### src/sv/tsm_pkg.sv
`default_nettype none

package tsm_pkg;

    localparam int SLOT_DEPTH = 8;
    localparam int DATA_WIDTH = 32;
    localparam int NUM_STACKS = 3;
    localparam int CNT_W      = $clog2(SLOT_DEPTH + 1);

    // operation codes
    localparam logic [2:0] FN_PUSH    = 3'd0;
    localparam logic [2:0] FN_POP     = 3'd1;
    localparam logic [2:0] FN_QEMPTY  = 3'd2;
    localparam logic [2:0] FN_QFULL   = 3'd3;
    localparam logic [2:0] FN_DISPLAY = 3'd4;

    // status codes
    localparam logic [2:0] ST_OK     = 3'd0;
    localparam logic [2:0] ST_FULL   = 3'd1;
    localparam logic [2:0] ST_EMPTY  = 3'd2;
    localparam logic [2:0] ST_BADSTK = 3'd3;
    localparam logic [2:0] ST_BADOP  = 3'd4;

    typedef logic [DATA_WIDTH-1:0] t_word;
    typedef logic [CNT_W-1:0]      t_cnt;
    typedef logic [1:0]            t_sel;

    // shift command shared by every cell of the chain
    typedef struct packed {
        logic en;   // move the selected stack this cycle
        logic up;   // 1: towards cell 0 (pop, rotate); 0: away from it (push)
        t_sel sel;  // stack being moved, 0..2
    } t_cell_ctl;

endpackage

`default_nettype wire

### src/sv/three_stacks_in_one_memory.sv
// Channel  | Direction | Handshake                 | Payload
// ---------+-----------+---------------------------+-----------------------------------------
// request  | in        | i_in_valid / o_in_stall   | i_func, i_stack_id, i_push_data
// result   | out       | o_out_valid / i_out_stall | o_status, o_data_out, o_is_empty,
//          |           |                           | o_is_full, o_last
//
// Push, pop, queries and errors give one result transaction each.
// Display of a stack holding n words rotates it through the cell chain, one word
// per cycle unless the result side stalls; n result transactions follow the request.
// A request is taken only while no display runs and the result register is free
// or being emptied; a stall on the result side holds the whole block.
// Reset (synchronous, active low) empties all three stacks; stored words are kept.
`default_nettype none

module three_stacks_in_one_memory
    import tsm_pkg::*;
(
    input  wire               i_clk,
    input  wire               i_rst_n,
    input  wire               i_in_valid,
    output logic              o_in_stall,
    input  wire  [2:0]        i_func,
    input  wire  [1:0]        i_stack_id,
    input  wire signed [31:0] i_push_data,
    output logic              o_out_valid,
    input  wire               i_out_stall,
    output logic [2:0]        o_status,
    output logic signed [31:0] o_data_out,
    output logic              o_is_empty,
    output logic              o_is_full,
    output logic              o_last
);

    localparam logic S_IDLE = 1'b0;
    localparam logic S_DISP = 1'b1;

    // Control state
    logic       r_state, n_state;
    t_cnt       r_occ [NUM_STACKS];
    t_sel       r_dsel, n_dsel;   // stack being displayed
    t_cnt       r_dcnt, n_dcnt;   // its word count
    t_cnt       r_idx,  n_idx;    // words emitted so far
    logic       r_ovalid, n_ovalid;

    // Result register (payload, no reset)
    logic [2:0] r_status, n_status;
    t_word      r_data,   n_data;
    logic       r_empty,  n_empty;
    logic       r_full,   n_full;
    logic       r_last,   n_last;

    // Occupancy write-back
    logic       occ_we;
    t_cnt       occ_new;

    t_cell_ctl  cell_ctl;
    t_word      cell_word [SLOT_DEPTH];
    logic [SLOT_DEPTH-1:0] wrap;

    logic       out_free;
    logic       accept;
    t_sel       in_sel;
    t_cnt       in_cnt;
    t_word      push_word;

    assign out_free  = !r_ovalid || !i_out_stall;
    assign o_in_stall = !(r_state == S_IDLE && out_free);
    assign accept    = i_in_valid && !o_in_stall;
    assign in_sel    = i_stack_id - 2'd1;
    assign push_word = DATA_WIDTH'($unsigned(i_push_data));

    // Look up the count of the addressed stack; stack 0 never gets that far
    always_comb begin
        case (i_stack_id)
            2'd1:    in_cnt = r_occ[0];
            2'd2:    in_cnt = r_occ[1];
            2'd3:    in_cnt = r_occ[2];
            default: in_cnt = '0;
        endcase
    end

    // The chain: cell 0 holds the top of every stack. A push moves the selected
    // stack one cell down, a pop one cell up. Display rotates upwards, the head
    // wrapping into the cell of the oldest word, so after n steps the stack is
    // back as it was.
    for (genvar k = 0; k < SLOT_DEPTH; k++) begin : g_cell
        t_word below, above;

        assign wrap[k] = (r_state == S_DISP) && (t_cnt'(k) == r_dcnt - t_cnt'(1));

        if (k == 0) begin : g_first
            assign below = push_word;
        end else begin : g_mid
            assign below = cell_word[k-1];
        end

        if (k == SLOT_DEPTH - 1) begin : g_last
            assign above = cell_word[k];
        end else begin : g_inner
            assign above = cell_word[k+1];
        end

        tsm_cell u_cell (
            .i_clk   (i_clk),
            .i_ctl   (cell_ctl),
            .i_wrap  (wrap[k]),
            .i_below (below),
            .i_above (above),
            .i_head  (cell_word[0]),
            .o_word  (cell_word[k])
        );
    end

    always_comb begin
        n_state  = r_state;
        n_dsel   = r_dsel;
        n_dcnt   = r_dcnt;
        n_idx    = r_idx;
        n_ovalid = r_ovalid && i_out_stall;
        n_status = r_status;
        n_data   = r_data;
        n_empty  = r_empty;
        n_full   = r_full;
        n_last   = r_last;
        occ_we   = 1'b0;
        occ_new  = in_cnt;
        cell_ctl = '{en: 1'b0, up: 1'b0, sel: in_sel};

        if (accept) begin
            // Default: a single, final result with everything clear
            n_ovalid = 1'b1;
            n_status = ST_OK;
            n_data   = '0;
            n_empty  = 1'b0;
            n_full   = 1'b0;
            n_last   = 1'b1;

            if (!(i_func inside {FN_PUSH, FN_POP, FN_QEMPTY, FN_QFULL, FN_DISPLAY})) begin
                n_status = ST_BADOP;
            end else if (i_stack_id == 2'd0) begin
                n_status = ST_BADSTK;
            end else begin
                case (i_func)
                    FN_PUSH: begin
                        if (in_cnt == t_cnt'(SLOT_DEPTH)) begin
                            n_status = ST_FULL;
                            n_full   = 1'b1;
                        end else begin
                            cell_ctl.en = 1'b1;
                            occ_we      = 1'b1;
                            occ_new     = in_cnt + t_cnt'(1);
                            n_full      = (occ_new == t_cnt'(SLOT_DEPTH));
                        end
                    end
                    FN_POP: begin
                        if (in_cnt == '0) begin
                            n_status = ST_EMPTY;
                            n_empty  = 1'b1;
                        end else begin
                            // top word leaves through cell 0 as the stack moves up
                            n_data      = cell_word[0];
                            cell_ctl.en = 1'b1;
                            cell_ctl.up = 1'b1;
                            occ_we      = 1'b1;
                            occ_new     = in_cnt - t_cnt'(1);
                            n_empty     = (occ_new == '0);
                        end
                    end
                    FN_DISPLAY: begin
                        if (in_cnt == '0) begin
                            n_status = ST_EMPTY;
                            n_empty  = 1'b1;
                        end else begin
                            // hand over to the rotation; no result this cycle
                            n_ovalid = 1'b0;
                            n_state  = S_DISP;
                            n_dsel   = in_sel;
                            n_dcnt   = in_cnt;
                            n_idx    = '0;
                        end
                    end
                    default: begin
                        // both queries: flags only
                        n_empty = (in_cnt == '0);
                        n_full  = (in_cnt == t_cnt'(SLOT_DEPTH));
                    end
                endcase
            end
        end else if (r_state == S_DISP && out_free) begin
            // Emit the head, rotate one step
            cell_ctl = '{en: 1'b1, up: 1'b1, sel: r_dsel};
            n_ovalid = 1'b1;
            n_status = ST_OK;
            n_data   = cell_word[0];
            n_empty  = 1'b0;
            n_full   = (r_dcnt == t_cnt'(SLOT_DEPTH));
            n_last   = (r_idx == r_dcnt - t_cnt'(1));
            n_idx    = r_idx + t_cnt'(1);
            if (n_last) begin
                n_state = S_IDLE;
            end
        end
    end

    always_ff @(posedge i_clk) begin
        if (!i_rst_n) begin
            r_state  <= S_IDLE;
            r_ovalid <= 1'b0;
            r_dsel   <= '0;
            r_dcnt   <= '0;
            r_idx    <= '0;
            for (int s = 0; s < NUM_STACKS; s++) begin
                r_occ[s] <= '0;
            end
        end else begin
            r_state  <= n_state;
            r_ovalid <= n_ovalid;
            r_dsel   <= n_dsel;
            r_dcnt   <= n_dcnt;
            r_idx    <= n_idx;
            if (occ_we) begin
                r_occ[in_sel] <= occ_new;
            end
        end
    end

    always_ff @(posedge i_clk) begin
        r_status <= n_status;
        r_data   <= n_data;
        r_empty  <= n_empty;
        r_full   <= n_full;
        r_last   <= n_last;
    end

    assign o_out_valid = r_ovalid;
    assign o_status    = r_status;
    assign o_data_out  = 32'($unsigned(r_data));
    assign o_is_empty  = r_empty;
    assign o_is_full   = r_full;
    assign o_last      = r_last;

endmodule

`default_nettype wire

### src/sv/tsm_cell.sv
`default_nettype none

module tsm_cell
    import tsm_pkg::*;
(
    input  wire        i_clk,
    input  wire t_cell_ctl i_ctl,
    input  wire        i_wrap,   // take the head word instead of the upper neighbour
    input  wire t_word i_below,  // neighbour nearer the top of stack (or push data)
    input  wire t_word i_above,  // neighbour further from the top of stack
    input  wire t_word i_head,   // word of cell 0, for rotation
    output t_word      o_word
);

    t_word r_word [NUM_STACKS];

    always_ff @(posedge i_clk) begin
        if (i_ctl.en) begin
            if (i_ctl.up) begin
                r_word[i_ctl.sel] <= i_wrap ? i_head : i_above;
            end else begin
                r_word[i_ctl.sel] <= i_below;
            end
        end
    end

    assign o_word = r_word[i_ctl.sel];

endmodule

`default_nettype wire

### config.mk
export PLATFORM = sky130hd
export DESIGN_NAME = three_stacks_in_one_memory
export DESIGN_NICKNAME = d
export VERILOG_FILES = /design/src/sv/tsm_pkg.sv /design/src/sv/three_stacks_in_one_memory.sv /design/src/sv/tsm_cell.sv
export SDC_FILE = /design/constraint.sdc
export NUM_CORES = 1
export LEC_CHECK = 0
export BUFFER_PORTS_ARGS = -buffer_cell sky130_fd_sc_hd__buf_2
export CAP_MARGIN = 0
export CORE_UTILIZATION = 57
export DETAILED_ROUTE_END_ITERATION = 8
export GPL_TIMING_DRIVEN = 0
export PLACE_DENSITY_LB_ADDON = 0.05
export SYNTH_ARGS = -nofsm -noshare
export SYNTH_HDL_FRONTEND = slang
export SYNTH_SLANG_ARGS = --single-unit
### constraint.sdc
create_clock -name i_clk -period 23.9 [get_ports i_clk]
set_clock_uncertainty 0.05 [all_clocks]
set_input_delay 4.78 -clock i_clk [delete_from_list [all_inputs] [get_ports i_clk]]
set_output_delay 4.78 -clock i_clk [all_outputs]
set_load 0.005 [all_outputs]
# After elaboration in Yosys (flattened, before gate mapping)
# Memories as Yosys holds them, arrays and structs flattened.
# Index checks and enable logic that the tools add are counted.
# W data, S select, Z words.
[op_classes]
addsub = 5
n_eq_ne = 22
muxes = 94
bitwise_logic = 11
n_reduce_logical = 29
[ops]
columns = ["op", "n"]
rows = [
  ["$mux W32", 22],
  ["$mux W4", 13],
  ["$mux W1", 41],
  ["$eq A3 B4 Y1 const A", 4],
  ["$mux W2", 8],
  ["$eq A4 B4 Y1 const B", 3],
  ["$logic_and A1 B1 Y1", 12],
  ["$logic_not A4 Y1", 3],
  ["$pmux W4 S3", 1],
  ["$reduce_and A5 Y1", 2],
  ["$mux W3", 3],
  ["$add A4 B1 Y4 const B", 2],
  ["$eq A2 B4 Y1 const A", 2],
  ["$or A1 B1 Y1", 8],
  ["$pmux W4 S2", 1],
  ["$sub A4 B1 Y4 const B", 2],
  ["$eq A3 B2 Y1 const B", 2],
  ["$pmux W1 S2", 3],
  ["$reduce_and A6 Y1", 1],
  ["$reduce_bool A5 Y1", 1],
  ["$eq A1 B4 Y1 const A", 1],
  ["$eq A2 B2 Y1 const B", 2],
  ["$eq A4 B4 Y1", 1],
  ["$ne A2 B1 Y1 const B", 2],
  ["other kinds (15)", 21],
]
[word_totals]
ff_bits = 50
mem_bits_rw = 780
in_bits = 41
output_inout_bits = 40
wordCells = 180
memories = 9
[memory_table]
columns = ["name", "words", "word_bits", "read_ports", "rd_clocked_by_memory_dff", "write_ports", "line_no", "rtl"]
rows = [
  ["g_cell[0].u_cell.r_word", 3, 32, 1, 0, 1, "tsm_cell.sv:15", "t_word r_word [NUM_STACKS];"],
  ["g_cell[1].u_cell.r_word", 3, 32, 1, 0, 1, "tsm_cell.sv:15", ""],
  ["g_cell[2].u_cell.r_word", 3, 32, 1, 0, 1, "tsm_cell.sv:15", ""],
  ["g_cell[3].u_cell.r_word", 3, 32, 1, 0, 1, "tsm_cell.sv:15", ""],
  ["g_cell[4].u_cell.r_word", 3, 32, 1, 0, 1, "tsm_cell.sv:15", ""],
  ["g_cell[5].u_cell.r_word", 3, 32, 1, 0, 1, "tsm_cell.sv:15", ""],
  ["3 more memories", "--", "--", "--", "--", "--", "--", ""],
]

# Longest topological paths before layout
[depth]
ltp_word = 13
ltp_mapped = 14
depth_no_buf = 10

# Cells and area by module
# A second synthesis with hierarchy kept.
[hier_totals]
cells_unflattened = 2533
area_unflattened_um2 = 40137.2
[modules_own_cells]
columns = ["module", "n_inst", "cells_each", "area_per_inst_um2", "seq_area_each_um2"]
rows = [
  ["tsm_cell at g_cell[0].u_cell ...", 7, 279, 4613.2, 2882.8],
  ["tsm_cell at g_cell[2].u_cell", 1, 280, 4615.7, 2882.8],
  ["three_stacks_in_one_memory", 1, 300, 3229.3, 1731.7],
]

# Worst setup path after synthesis
# No wires, ideal clock.
[synth_timing]
path_type = "input -> register"
startpoint = "input i_stack_id[0]"
endpoint = "memory g_cell[0].u_cell.r_word[0][0] (netlist bit), enable pin"
setup_time_ns = 1.188
arrival_ns = 24.100
required_time_ns = 22.662
slack_ns = -1.438
stages = 12
n_path_buf = 3
cell_sequence = "inv_1 -> ha_1 -> clkbuf_1 -> or2_2 -> ha_1 -> clkbuf_1 -> inv_1 -> nor4b_2 -> buf_4 -> a211oi_1 -> a21oi_1 -> nor3_1"
[synth_between]
elab_chain_len = 12
elab_cells_between_ends = 24
cone_classes = "add/sub: 1; eq/ne: 4; mux: 16; bitwise: 1; reduce/logical: 2"
[synth_lines]
columns = ["element", "line_no", "rtl"]
rows = [
  ["start: declaration", "three_stacks_in_one_memory.sv:23", "input wire [1:0] i_stack_id,"],
  ["$eq A2 B2 Y1 or $eq A2 B1 Y1 (tied branches)", "three_stacks_in_one_memory.sv:74", "case (i_stack_id)"],
  ["$pmux W4 S3", "three_stacks_in_one_memory.sv:74", ""],
  ["$logic_not A4 Y1", "three_stacks_in_one_memory.sv:156", "if (in_cnt == '0) begin"],
  ["$mux W2", "three_stacks_in_one_memory.sv:156", ""],
  ["$mux W1", "three_stacks_in_one_memory.sv:143", "case (i_func)"],
  ["$mux W2", "three_stacks_in_one_memory.sv:140", "end else if (i_stack_id == 2'd0) begin"],
  ["$mux W2", "three_stacks_in_one_memory.sv:138", "if (!(i_func inside {FN_PUSH, FN_POP, FN_QEMPTY, FN_QFULL, FN_DISPLAY})) begin"],
  ["$mux W2", "three_stacks_in_one_memory.sv:129", "if (accept) begin"],
  ["$mux W1", "tsm_cell.sv:19", "if (i_ctl.up) begin"],
  ["$mux W1", "tsm_cell.sv:18", "if (i_ctl.en) begin"],
  ["$mux W1, on equally long branches", "tsm_cell.sv:20, tsm_cell.sv:22", ""],
  ["$or A1 B1 Y1 (no line)", "--", ""],
  ["end: declaration", "tsm_cell.sv:15", ""],
]
# Several ways; a longest one is shown, not always the timed one.

# Final worst setup path
[layout_timing]
startpoint = "input i_out_stall"
endpoint = "output o_in_stall"
[layout_between]
elab_chain_len = 4
[layout_lines]
columns = ["element", "line_no", "rtl"]
rows = [
  ["start: declaration", "three_stacks_in_one_memory.sv:26", "input wire i_out_stall,"],
  ["$logic_not A1 Y1", "three_stacks_in_one_memory.sv:66", "assign out_free = !r_ovalid || !i_out_stall;"],
  ["$logic_or A1 B1 Y1", "three_stacks_in_one_memory.sv:66", ""],
  ["$logic_and A1 B1 Y1", "three_stacks_in_one_memory.sv:67", "assign o_in_stall = !(r_state == S_IDLE && out_free);"],
  ["$logic_not A1 Y1", "three_stacks_in_one_memory.sv:67", ""],
  ["end: declaration", "three_stacks_in_one_memory.sv:21", "output logic o_in_stall,"],
]
# Every way passes these cells.

==> flow_results.org <==
** Run status
- Status :: complete, no violations

** STA
- Final count of negative-setup-slack endpoints :: 0
- Final Hold Slack :: 0.448 ns
- Final slew viol count :: 0
- Setup slack closes at 13.50 ns.
- Setup repair after global routing left no endpoint under its margin.
- Summed over all failing endpoints, the final setup total negative slack is 0 ns.
- Max Freq :: 0.0961 GHz
- After layout, the worst path uses 43.5% of the clock period.
- Pin slew with the least headroom to its limit :: 1.37 ns
- Worst max-slew margin expressed relative to the limit :: 8.45%
- Min cycle time layout :: 10.40 ns
- Final Hold Violating Endpoints :: 0

** Clock tree
- Post-CTS Setup Inserts :: 0
- Buffer depth of the longest clock path :: 3
- Clock tree from TritonCTS :: built
- Post-CTS clock slew at the launch and capture registers of the worst setup and hold paths :: 0.06 ns
- Clock latency on the worst-skew pair, taken at its later pin, is 0.66 ns.
- CTS Buf Count :: 86
- Number of gates resized after cts :: 0
- In this run the number of H-tree levels came out at 3.
- CTS placed an instance of clkbuf_16 at the clock tree root.
- Count of hold-fix buffers inserted at cts :: 0
- Total clock sinks :: 830

** Logic synthesis
- Of all flip-flops after synthesis, the portion carrying an async set or reset was 0%.
- Dominant register cell in the synthesized netlist :: edfxtp_1
- Number of flops mapped to enable cells by yosys :: 817
- Cell area after technology mapping :: 36,400 sq um
- Count of cell types in the netlist :: 56
- Total of flip-flops plus latches after synthesis :: 830
- The number of nets in the synthesized netlist is 2,731.
- For this run, the register share of the synthesized area comes to 68.2%.
- Dividing the synthesized area by the synthesized cell count gives 13.6 sq um.
- Warning count from the yosys run :: 0
- After technology mapping, the gate count stands at 2,675.

** Finish
- After filler insertion, the fill cell instance count of the layout stands at 4,704.
- Share of final-layout standard cells stronger than drive strength 1 :: 15.2%
- The area growth from synthesis to layout is 14.7%.
- Measured on the finished design, the core utilization comes to 66.1%.
- In the layout the commonest cells are 817 x edfxtp_1, 319 x nor2_1, 313 x nand2_1, 167 x a221o_1, 165 x a211oi_1.
- The net count of the finished layout is 2,984.
- Most frequent standard cell in the layout excluding fill and tap cells :: edfxtp_1

** Detailed routing
- The first TritonRoute pass finished after 6 iterations.
- DRC violation count after routing :: 0
- The count of nets left with antenna violations once routing finished came out at 0.
- The detailed router placed 26,300 vias in this run.
- Number of vias per cell :: 6.83
- In the final routed layout, each cell accounts on average for 29.0 microns.
- For this block, the initial DRC count from the detailed router was 3,355.
- The final layout contains routed wiring with a total length of 112 mm.

** Power
- Peak supply drop :: 0.0615 mV
- For this design the ratio of total power to cell area is 81.8 nW/um^2.
- Total power for the finished layout comes to 0.00341 W.
- Summed over all cells, the static leakage comes to 14.3 nW.

** Placement
- Routability-driven placement congestion ratio :: 0.908
- The HPWL after detailed placement is 81.1 mm.
- Input/output buffers :: 79
- Prior to clock tree synthesis, the placed netlist has a worst setup slack of 13.49 ns.

** Setup path
- Data arrival, critical path :: 5.57 ns
- Classification of the worst setup path :: in -> out
- STA classifies the critical path startpoint as an input pin.
- The worst setup path is captured at a primary output.
- Largest driver fanout on the critical path :: 7
- Required arrival time at the worst endpoint :: 19.07 ns

** Die
- The die is 255 microns tall.
- Area of the core :: 63,100 sq um
- In this run the count of I/O pins placed on the die edge is 81.
- In this run the horizontal extent of the chip is 255 microns.
- In this run the core area contains 92 standard-cell rows.
- Once the floorplan was initialized, standard cells occupied 57.6% of the core.
- The die covers 64,800 sq um.

** Global routing
- The first global-routing pass estimated 162 mm of wire.
- Total global routing overflow :: 0
- Global-route usage over all layers :: 34.6%
- The number of antenna violations at the first check in global routing was 0.
- Pin count of the biggest net entering global routing :: 38
- The via count of the first global-routing pass was 25,700.

** Flow run
- Number of max-cap violations :: 0

** Hold path
- Hold Crit Class :: reg -> reg
## sequential cells by signal, summed over array words and instances (netlist names)
register              flops
g_cell.u_cell.r_word    768
o_data_out               32
r_occ                    12
r_dcnt                    4
r_idx                     4
o_status                  3
r_dsel                    2
o_is_empty                1
o_is_full                 1
o_last                    1
o_out_valid               1
r_state                   1
## cell type report
type | instances | area [sq um] | area share, %
Inverter | 13 | 48.8 | 0.117
Buffer | 209 | 877 | 2.10
Sequential cell | 830 | 24800 | 59.4
Clock inverter | 55 | 623 | 1.49
Antenna cell | 2 | 5.00 | 0.0120
Multi-Input combinational cell | 1623 | 10600 | 25.5
Clock buffer | 103 | 2270 | 5.44
Timing Repair Buffer | 165 | 1390 | 3.32
Tap cell | 846 | 1060 | 2.54
## worst max-delay path, stage by stage
cell and delay, ns:
buf_2 0.13, a21oi_1 0.45, inv_1 0.07, buf_2 0.14
## power by group
part           internal, W  switching (W)  total (W)
clock             0.000827       0.000564    0.00139
combinational     0.000108       0.000260   0.000368
sequential         0.00165     0.00000529    0.00165
## cell usage after synthesis, types with 14 or more instances
| cell | count | area share [%] |
|---|---|---|
| buf_2 | 59 | 0.81 |
| a211o_1 | 26 | 0.63 |
| nand2_1 | 313 | 3.2 |
| nor2_1 | 319 | 3.3 |
| ha_1 | 15 | 0.52 |
| clkbuf_1 | 133 | 1.4 |
| a21oi_1 | 107 | 1.5 |
| mux2_1 | 14 | 0.43 |
| a211oi_1 | 165 | 3.4 |
| a31o_2 | 64 | 1.5 |
| a311oi_1 | 60 | 1.4 |
| mux2i_1 | 131 | 3.6 |
| edfxtp_1 | 817 | 67 |
| mux2_2 | 20 | 0.62 |
| o221ai_1 | 32 | 0.77 |
| a221o_1 | 167 | 4.6 |
| a31oi_1 | 98 | 1.7 |
## stage by stage
| stage | instance area [sq um] | cells |
|---|---|---|
| after detailed placement | 38800 | 3686 |
| after global placement | 37800 | 3600 |
| after floorplan | 36400 | 2675 |
| final | 41700 | 3846 |
| after global routing | 41700 | 3844 |
| after CTS | 41700 | 3844 |
## final timing paths
| check | startpoint | endpoint | slack (ns) | cells after the start |
|---|---|---|---|---|
| setup / recovery | i_out_stall | o_in_stall | 13.50 | 4 |
| hold / removal | o_last$_SDFFE_PP1P_ | o_last$_SDFFE_PP1P_ | 0.45 | 2 |
| setup reg to reg | r_occ[1][0]$_SDFFCE_PN0P_ | g_cell[7].u_cell.r_word[1][12]$_DFFE_PP_ | 18.50 | 18 |
| hold reg to reg | o_last$_SDFFE_PP1P_ | o_last$_SDFFE_PP1P_ | 0.45 | 2 |
## logic make-up (layout without fill, tap and decap cells)
family,after synthesis,count (layout),synth area share (%)
adder cells (fa/ha/maj),15,15,0.516
other,0,2,0
XOR/XNOR,9,9,0.217
flip-flops,830,830,68.2
buffers and inverters,222,545,2.55
AO/OA/AOI/OAI,756,756,16.5
multiplexers,165,165,4.66
AND/OR/NAND/NOR,678,678,7.34
## metal layers
| metal | share of wire [%] | GRT usage, % | up-vias |
|---|---|---|---|
| met3 | 9.1 | 4.99 | 276 |
| met5 | 0 | 0 | - |
| li1 | - | - | 11200 |
| met4 | 4.3 | 14.6 | 0 |
| met2 | 48 | 56.1 | 1556 |
| met1 | 39 | 47.2 | 13200 |
Power figures use the tool's default switching activity.
